==> src/rtl/hlsc_pkg.sv <==
// Package for the RGB to HLS converter pipeline.
// Holds the pipeline payload type, lane indexes and scale constants.
// No dependencies.
package hlsc_pkg;

    localparam int unsigned HLS_MAX  = 240;
    localparam int unsigned RGB_MAX  = 255;
    localparam int unsigned HUE_GREY = HLS_MAX * 2 / 3;
    localparam int unsigned DIV_STEPS = 8;

    localparam logic [7:0]  HLS_HALF   = 8'(HLS_MAX / 2);
    localparam logic [8:0]  RGB_TWICE  = 9'(2 * RGB_MAX);
    localparam logic [15:0] HLS_SCALE  = 16'(HLS_MAX);
    localparam logic [15:0] HUE_SIXTH  = 16'(HLS_MAX / 6);
    localparam logic [9:0]  HUE_THIRD  = 10'(HLS_MAX / 3);
    localparam logic [9:0]  HUE_TWO3   = 10'(HLS_MAX * 2 / 3);
    localparam logic [9:0]  HUE_WRAP   = 10'(HLS_MAX);
    localparam logic [7:0]  HUE_GREY_V = 8'(HUE_GREY);
    // ceil(2^16 / 17): lightness = (8 * sum + 8) / 17
    localparam logic [23:0] LUM_RECIP  = 24'd3856;

    localparam int unsigned LANE_S = 0;
    localparam int unsigned LANE_R = 1;
    localparam int unsigned LANE_G = 2;
    localparam int unsigned LANE_B = 3;

    typedef enum logic [1:0] {
        SEC_RED   = 2'd0,
        SEC_GREEN = 2'd1,
        SEC_BLUE  = 2'd2
    } t_sector;

    typedef struct packed {
        logic [3:0][15:0] rem;
        logic [3:0][8:0]  den;
        logic [3:0][7:0]  quo;
        logic [7:0]       lum;
        logic             grey;
        t_sector          sector;
    } t_pipe;

endpackage

==> src/rtl/hlsc_front.sv <==
// First pipeline stage: channel min/max, lightness, divider operands.
// Depends on hlsc_pkg.
module hlsc_front (
    input  logic          i_clk,
    input  logic          i_rst_n,
    input  logic          i_valid,
    output logic          o_ready,
    input  logic [23:0]   i_packed_rgb,
    output logic          o_valid,
    input  logic          i_ready,
    output hlsc_pkg::t_pipe o_data
);
    import hlsc_pkg::*;

    logic [7:0]  r, g, b, mx, mn, dif;
    logic [8:0]  sum, s_den;
    logic [11:0] lx;
    logic [23:0] prod;
    logic [7:0]  lum;
    t_pipe       n_data, r_data;
    logic        r_valid;

    always_comb begin
        r = i_packed_rgb[7:0];
        g = i_packed_rgb[15:8];
        b = i_packed_rgb[23:16];
        mx = (r > g) ? r : g;
        if (b > mx) mx = b;
        mn = (r < g) ? r : g;
        if (b < mn) mn = b;
        sum  = {1'b0, mx} + {1'b0, mn};
        dif  = mx - mn;
        lx   = {sum, 3'b000} + 12'd8;
        prod = {12'd0, lx} * LUM_RECIP;
        lum  = prod[23:16];
        s_den = (lum <= HLS_HALF) ? sum : (RGB_TWICE - sum);

        n_data = '0;
        n_data.lum  = lum;
        n_data.grey = (dif == 8'd0);
        if (r == mx)      n_data.sector = SEC_RED;
        else if (g == mx) n_data.sector = SEC_GREEN;
        else              n_data.sector = SEC_BLUE;
        n_data.rem[LANE_S] = 16'(dif) * HLS_SCALE + 16'(s_den[8:1]);
        n_data.den[LANE_S] = s_den;
        n_data.rem[LANE_R] = 16'(mx - r) * HUE_SIXTH + 16'(dif[7:1]);
        n_data.rem[LANE_G] = 16'(mx - g) * HUE_SIXTH + 16'(dif[7:1]);
        n_data.rem[LANE_B] = 16'(mx - b) * HUE_SIXTH + 16'(dif[7:1]);
        n_data.den[LANE_R] = {1'b0, dif};
        n_data.den[LANE_G] = {1'b0, dif};
        n_data.den[LANE_B] = {1'b0, dif};
    end

    assign o_ready = !r_valid || i_ready;

    always_ff @(posedge i_clk) begin
        if (!i_rst_n) begin
            r_valid <= 1'b0;
        end else if (o_ready) begin
            r_valid <= i_valid;
        end
    end

    always_ff @(posedge i_clk) begin
        if (o_ready && i_valid) begin
            r_data <= n_data;
        end
    end

    assign o_valid = r_valid;
    assign o_data  = r_data;

endmodule

==> src/rtl/hlsc_div_step.sv <==
// One restoring division step for all four divider lanes.
// Depends on hlsc_pkg.
module hlsc_div_step (
    input  logic            i_clk,
    input  logic            i_rst_n,
    input  logic [2:0]      i_shift,
    input  logic            i_valid,
    output logic            o_ready,
    input  hlsc_pkg::t_pipe i_data,
    output logic            o_valid,
    input  logic            i_ready,
    output hlsc_pkg::t_pipe o_data
);
    import hlsc_pkg::*;

    t_pipe       n_data, r_data;
    logic        r_valid;
    logic [16:0] dsh;

    always_comb begin
        n_data = i_data;
        dsh = '0;
        for (int j = 0; j < 4; j++) begin
            dsh = {8'd0, i_data.den[j]} << i_shift;
            if ({1'b0, i_data.rem[j]} >= dsh) begin
                n_data.rem[j] = i_data.rem[j] - dsh[15:0];
                n_data.quo[j] = i_data.quo[j] | (8'd1 << i_shift);
            end
        end
    end

    assign o_ready = !r_valid || i_ready;

    always_ff @(posedge i_clk) begin
        if (!i_rst_n) begin
            r_valid <= 1'b0;
        end else if (o_ready) begin
            r_valid <= i_valid;
        end
    end

    always_ff @(posedge i_clk) begin
        if (o_ready && i_valid) begin
            r_data <= n_data;
        end
    end

    assign o_valid = r_valid;
    assign o_data  = r_data;

endmodule

==> src/rtl/hlsc_back.sv <==
// Last pipeline stage: hue assembly and wrap, grey override, output register.
// Depends on hlsc_pkg.
module hlsc_back (
    input  logic            i_clk,
    input  logic            i_rst_n,
    input  logic            i_valid,
    output logic            o_ready,
    input  hlsc_pkg::t_pipe i_data,
    output logic            o_valid,
    input  logic            i_ready,
    output logic [7:0]      o_hue,
    output logic [7:0]      o_luminance,
    output logic [7:0]      o_saturation
);
    import hlsc_pkg::*;

    logic signed [9:0] h;
    logic [9:0]        rd, gd, bd;
    logic [7:0]        n_hue, n_sat;
    logic [7:0]        r_hue, r_lum, r_sat;
    logic              r_valid;

    always_comb begin
        rd = {2'b00, i_data.quo[LANE_R]};
        gd = {2'b00, i_data.quo[LANE_G]};
        bd = {2'b00, i_data.quo[LANE_B]};
        case (i_data.sector)
            SEC_RED:   h = $signed(bd) - $signed(gd);
            SEC_GREEN: h = $signed(HUE_THIRD) + $signed(rd) - $signed(bd);
            default:   h = $signed(HUE_TWO3) + $signed(gd) - $signed(rd);
        endcase
        if (h < 10'sd0) h = h + $signed(HUE_WRAP);
        else if (h > $signed(HUE_WRAP)) h = h - $signed(HUE_WRAP);
        if (i_data.grey) begin
            n_hue = HUE_GREY_V;
            n_sat = 8'd0;
        end else begin
            n_hue = h[7:0];
            n_sat = i_data.quo[LANE_S];
        end
    end

    assign o_ready = !r_valid || i_ready;

    always_ff @(posedge i_clk) begin
        if (!i_rst_n) begin
            r_valid <= 1'b0;
        end else if (o_ready) begin
            r_valid <= i_valid;
        end
    end

    always_ff @(posedge i_clk) begin
        if (o_ready && i_valid) begin
            r_hue <= n_hue;
            r_lum <= i_data.lum;
            r_sat <= n_sat;
        end
    end

    assign o_valid      = r_valid;
    assign o_hue        = r_hue;
    assign o_luminance  = r_lum;
    assign o_saturation = r_sat;

endmodule

==> src/rtl/rgb_to_hls_converter_top.sv <==
// RGB to HLS converter top level: front stage, eight divider steps, back stage.
// Depends on hlsc_pkg, hlsc_front, hlsc_div_step and hlsc_back.
//
// Usage:
//   Input channel i_valid / o_ready carries one packed pixel per transaction
//   (red 7:0, green 15:8, blue 23:16). Output channel o_valid / i_ready
//   carries hue, luminance and saturation, each 0..240.
//   Ten register stages, in order from input to output:
//   one stage for min/max and lightness, eight restoring divider steps (one
//   quotient bit each, shared by the saturation and three hue-delta lanes),
//   and one stage for hue assembly into the output register.
//   Throughput is one pixel per cycle while i_ready stays high; every stage has its own valid bit.
//   When the receiver stalls, results hold in place, empty stages still
//   fill, and o_ready drops once the pipeline is full.
//   Reset clears all valid bits; no pixel is in flight afterward.
module rgb_to_hls_converter_top (
    input  logic        i_clk,
    input  logic        i_rst_n,
    input  logic        i_valid,
    output logic        o_ready,
    input  logic [23:0] i_packed_rgb,
    output logic        o_valid,
    input  logic        i_ready,
    output logic [7:0]  o_hue,
    output logic [7:0]  o_luminance,
    output logic [7:0]  o_saturation
);
    import hlsc_pkg::*;

    t_pipe pipe_data  [DIV_STEPS+1];
    logic  pipe_valid [DIV_STEPS+1];
    logic  pipe_ready [DIV_STEPS+1];

    hlsc_front u_front (
        .i_clk        (i_clk),
        .i_rst_n      (i_rst_n),
        .i_valid      (i_valid),
        .o_ready      (o_ready),
        .i_packed_rgb (i_packed_rgb),
        .o_valid      (pipe_valid[0]),
        .i_ready      (pipe_ready[0]),
        .o_data       (pipe_data[0])
    );

    for (genvar k = 0; k < DIV_STEPS; k++) begin : g_div
        hlsc_div_step u_step (
            .i_clk   (i_clk),
            .i_rst_n (i_rst_n),
            .i_shift (3'(DIV_STEPS - 1 - k)),
            .i_valid (pipe_valid[k]),
            .o_ready (pipe_ready[k]),
            .i_data  (pipe_data[k]),
            .o_valid (pipe_valid[k+1]),
            .i_ready (pipe_ready[k+1]),
            .o_data  (pipe_data[k+1])
        );
    end

    hlsc_back u_back (
        .i_clk        (i_clk),
        .i_rst_n      (i_rst_n),
        .i_valid      (pipe_valid[DIV_STEPS]),
        .o_ready      (pipe_ready[DIV_STEPS]),
        .i_data       (pipe_data[DIV_STEPS]),
        .o_valid      (o_valid),
        .i_ready      (i_ready),
        .o_hue        (o_hue),
        .o_luminance  (o_luminance),
        .o_saturation (o_saturation)
    );

endmodule

==> config.mk <==
export PLATFORM = sky130hd
export DESIGN_NAME = rgb_to_hls_converter_top
export DESIGN_NICKNAME = d
export VERILOG_FILES = /design/src/rtl/hlsc_pkg.sv /design/src/rtl/hlsc_front.sv /design/src/rtl/hlsc_div_step.sv /design/src/rtl/hlsc_back.sv /design/src/rtl/rgb_to_hls_converter_top.sv
export SDC_FILE = /design/constraint.sdc
export NUM_CORES = 2
export LEC_CHECK = 0
export ABC_AREA = 1
export BUFFER_PORTS_ARGS = -buffer_cell sky130_fd_sc_hd__buf_4
export CAP_MARGIN = 20
export CORE_UTILIZATION = 43
export CTS_CLUSTER_DIAMETER = 150
export CTS_CLUSTER_SIZE = 24
export DETAILED_ROUTE_END_ITERATION = 8
export GPL_ROUTABILITY_DRIVEN = 0
export PLACE_DENSITY_LB_ADDON = 0.05
export SYNTH_ARGS = -nofsm -noshare
export SYNTH_HDL_FRONTEND = slang
export SYNTH_SLANG_ARGS = --single-unit
==> constraint.sdc <==
create_clock -name i_clk -period 38.1 [get_ports i_clk]
set_clock_uncertainty 0.15 [all_clocks]
set_input_delay 7.62 -clock i_clk [delete_from_list [all_inputs] [get_ports i_clk]]
set_output_delay 7.62 -clock i_clk [all_outputs]
set_load 0.01 [all_outputs]
==> summary.md <==
| Metric | Value |
|---|---|
| Root Buffer | clkbuf_16 |
| Fin nets | about 5300 |
| Hpwl dp | around 76 mm |
| Clk_lat worst skew | 0.64 ns |
| TritonRoute pass-1 iters | 5 |
| Post-cts resize count | 0 |
| Final ANT Viol Nets | 0 |
| Per-cell routed wire length | 15.19 um |
| Crit Path Max Fanout | 3 |
| Fill cells | about 10000 |
| Site Rows | between 100 and 150 |
| Share of flip-flops with an asynchronous set or reset | 0% |
| Die area | 113500 um2 |
| Mapped Area | 48220 um2 |
| Total negative slack | 0 ns |
| Post-synth top area share | 50.94% |
| CTS tree | built |
| DR WL met3 | 1.861 mm |
| Least-Margin Pin Slew | roughly 1.1 ns |
| Worst Hold Class | reg2reg |
| Slew headroom | between 20 and 30% |
| Core Region | 111000 um2 |
| Iter 0 DRT Violations | around 1200 |
| DIE WIDTH | about 340 um |
| Setup CP Type | in2out |
| Setup Viol. Count Final | 0 |
| Final wirelength | between 90 and 100 mm |
| Initial antenna violation count | 0 |
| # DRC | 0 |
| GR Util All Layers | 16.72% |
| Worst setup SP type | primary input |
| Wire length on met1 | 43.04 mm |
| Syn_area_per_cell | 10.42 um2 |
| Syn_nets | 5188 |
| FF+latch count, synth | 828 |
| Buffers on Ports | 53 |
| Synth area leader | edfxtp_1 |
| Vias in the first global route | 29680 |
| Mapped Cells | around 4600 |
| Worst EP arrival | 10.42 ns |
| GR Overflow Total | 0 |
| Post-synthesis cell type count | 66 |
| DR vias | 29920 |
| Setup bufs post-CTS | 0 |
| Status | finished, final reports clean |
| Num CTS Buffers | 40 |
| Maximum operating frequency | 0.05496 GHz |
| Worst-path clk slew | 0.09 ns |
| DR WL met2 | 45.91 mm |
| Slew Viols, Final | 0 |
| # IOs | 54 |
| CP endpoint kind | output port |
| Max-cap viol count | 0 |
| RSZ-0062 raised after global routing | false |
| Clock Sinks | 828 |
| Top routing layer in use | met4 |
| H-Tree Depth | 2 |
| Number of flops mapped to enable cells by yosys | 818 |
| Die Ht | 336.9 um |
| Syn. warnings | 0 |
| First-pass GRT wire length | 151.6 mm |
| Top FF cell, synth | edfxtp_1 |
| Required time worst endpoint | 30.33 ns |
| Top area cells in the synthesized netlist | edfxtp_1 51%, ha_1 12%, inv_1 5.3% |
| Final cycle utilization of the critical path | 47.75% |
| Largest net degree at the start of global routing | 79 |
| Clock Tree Buf Depth | 3 |
| Endpoints failing hold | 0 |
| Area delta synth->final | 6.941% |
| Hold buffers post-CTS | 0 |
| Via-per-instance ratio | between 4 and 5 |
| Fraction of layout cells with a size suffix above 1 | under 10% |
| Starting Density | 43.45% |
| Tmin final | 18.19 ns |
| Register area share after synthesis | 51.36% |
-- final cells by class --
type                       count  area, um2  area share, %
sequential                   828      24760          48.02
multi-input combinational   3055      20680          40.10
inverter                     697       2621          5.083
tap                         1488       1862          3.611
clock buffer                  49       1035          2.007
timing repair buffer          75      563.0          1.092
clock inverter                 3      41.29        0.08007
antenna                        1      2.502       0.004853
-- worst max-delay path: stages --
cell,delay [ns]
buf_4,0.11
nor2_1,0.28
inv_1,0.10
nor2_1,0.20
inv_1,0.10
nor2_1,0.09
inv_1,0.07
nor2_1,0.21
inv_1,0.09
nor2_1,0.21
inv_1,0.09
nor2_1,0.09
inv_1,0.07
nor2_1,0.08
inv_1,0.06
nor2_1,0.21
inv_1,0.09
nor2_1,0.26
nand2_1,0.21
buf_4,0.20
-- placed cells by master (no fill, tap or decap), types with 100 or more instances in the layout --
master and instances:
edfxtp_1 818, nand3_1 100, nor2_1 321, xor2_1 209, xnor2_1 124, o21ai_0 341, inv_1 678, ha_1 469
nand2_1 654, a21oi_1 337
-- Yosys cell counts, types with 15 or more instances --
master	instances
nor2_1	326
nand3_1	100
a21oi_1	337
clkbuf_1	41
xnor2_1	124
nand2_2	18
ha_1	469
a21o_1	25
a211oi_1	15
nor3_1	72
fa_1	64
o21ai_0	341
nand4_1	50
a31oi_1	16
inv_1	683
xor2_1	209
nand2_1	654
edfxtp_1	818
or2_2	17
o21bai_1	41
nor4_1	29
-- stage by stage --
| stage | std cells | area, um2 | worst slack [ns] | hold slack, ns | utilization (%) |
|---|---|---|---|---|---|
| floorplan | 4627 | 48220 | 20.64 | 0.2503 | - |
| global placement | 6142 | 50480 | 19.50 | 0.2523 | 45.49 |
| detailed placement | 6142 | 50480 | 19.27 | 0.2545 | 45.49 |
| CTS | 6194 | 51560 | 19.85 | 0.2692 | 46.46 |
| global route | 6195 | 51560 | 18.76 | 0.2776 | 46.46 |
| finish | 6196 | 51570 | 19.91 | 0.2698 | 46.47 |
-- state kept, by name (all words and copies together), names as in the netlist --
name,cells
g_div.u_step.o_data,716
g_div.u_step.o_valid,8
u_back.o_hue,8
u_back.o_luminance,8
u_back.o_saturation,8
u_back.o_valid,1
u_front.o_data,78
u_front.o_valid,1
-- kinds of logic (layout without fill, tap and decap cells) --
logic type / count (synthesis) / in the layout / synth area share [%]
buf+inv: 744 / 824 / 5.828
fa+ha+maj: 533 / 533 / 14.83
xor+xnor: 336 / 336 / 6.150
compound gates: 853 / 853 / 9.788
flops: 828 / 828 / 51.36
simple gates: 1333 / 1333 / 12.05
other cells: 0 / 1 / 0
-- metal layers --
metal  vias up  GRT usage, %
met5         -             0
met4         0         5.909
met3       131         1.651
met2       301         30.12
met1     13450         20.75
li1      16040             -
-- final timing paths --
path / from / end / slack (ns) / cells after the start
setup / recovery: i_ready / o_ready / 19.91 / 20
hold / removal: g_div[4].u_step.o_data[14] / g_div[5].u_step.o_data[14] / 0.27 / 0
setup reg to reg: g_div[4].u_step.o_data[129] / g_div[5].u_step.o_data[108] / 33.92 / 14
hold reg to reg: g_div[4].u_step.o_data[14] / g_div[5].u_step.o_data[14] / 0.27 / 0
Power is left out: the tool's default activity adds up to more than one toggle a clock period on the data nets, which glitch-free logic cannot reach.
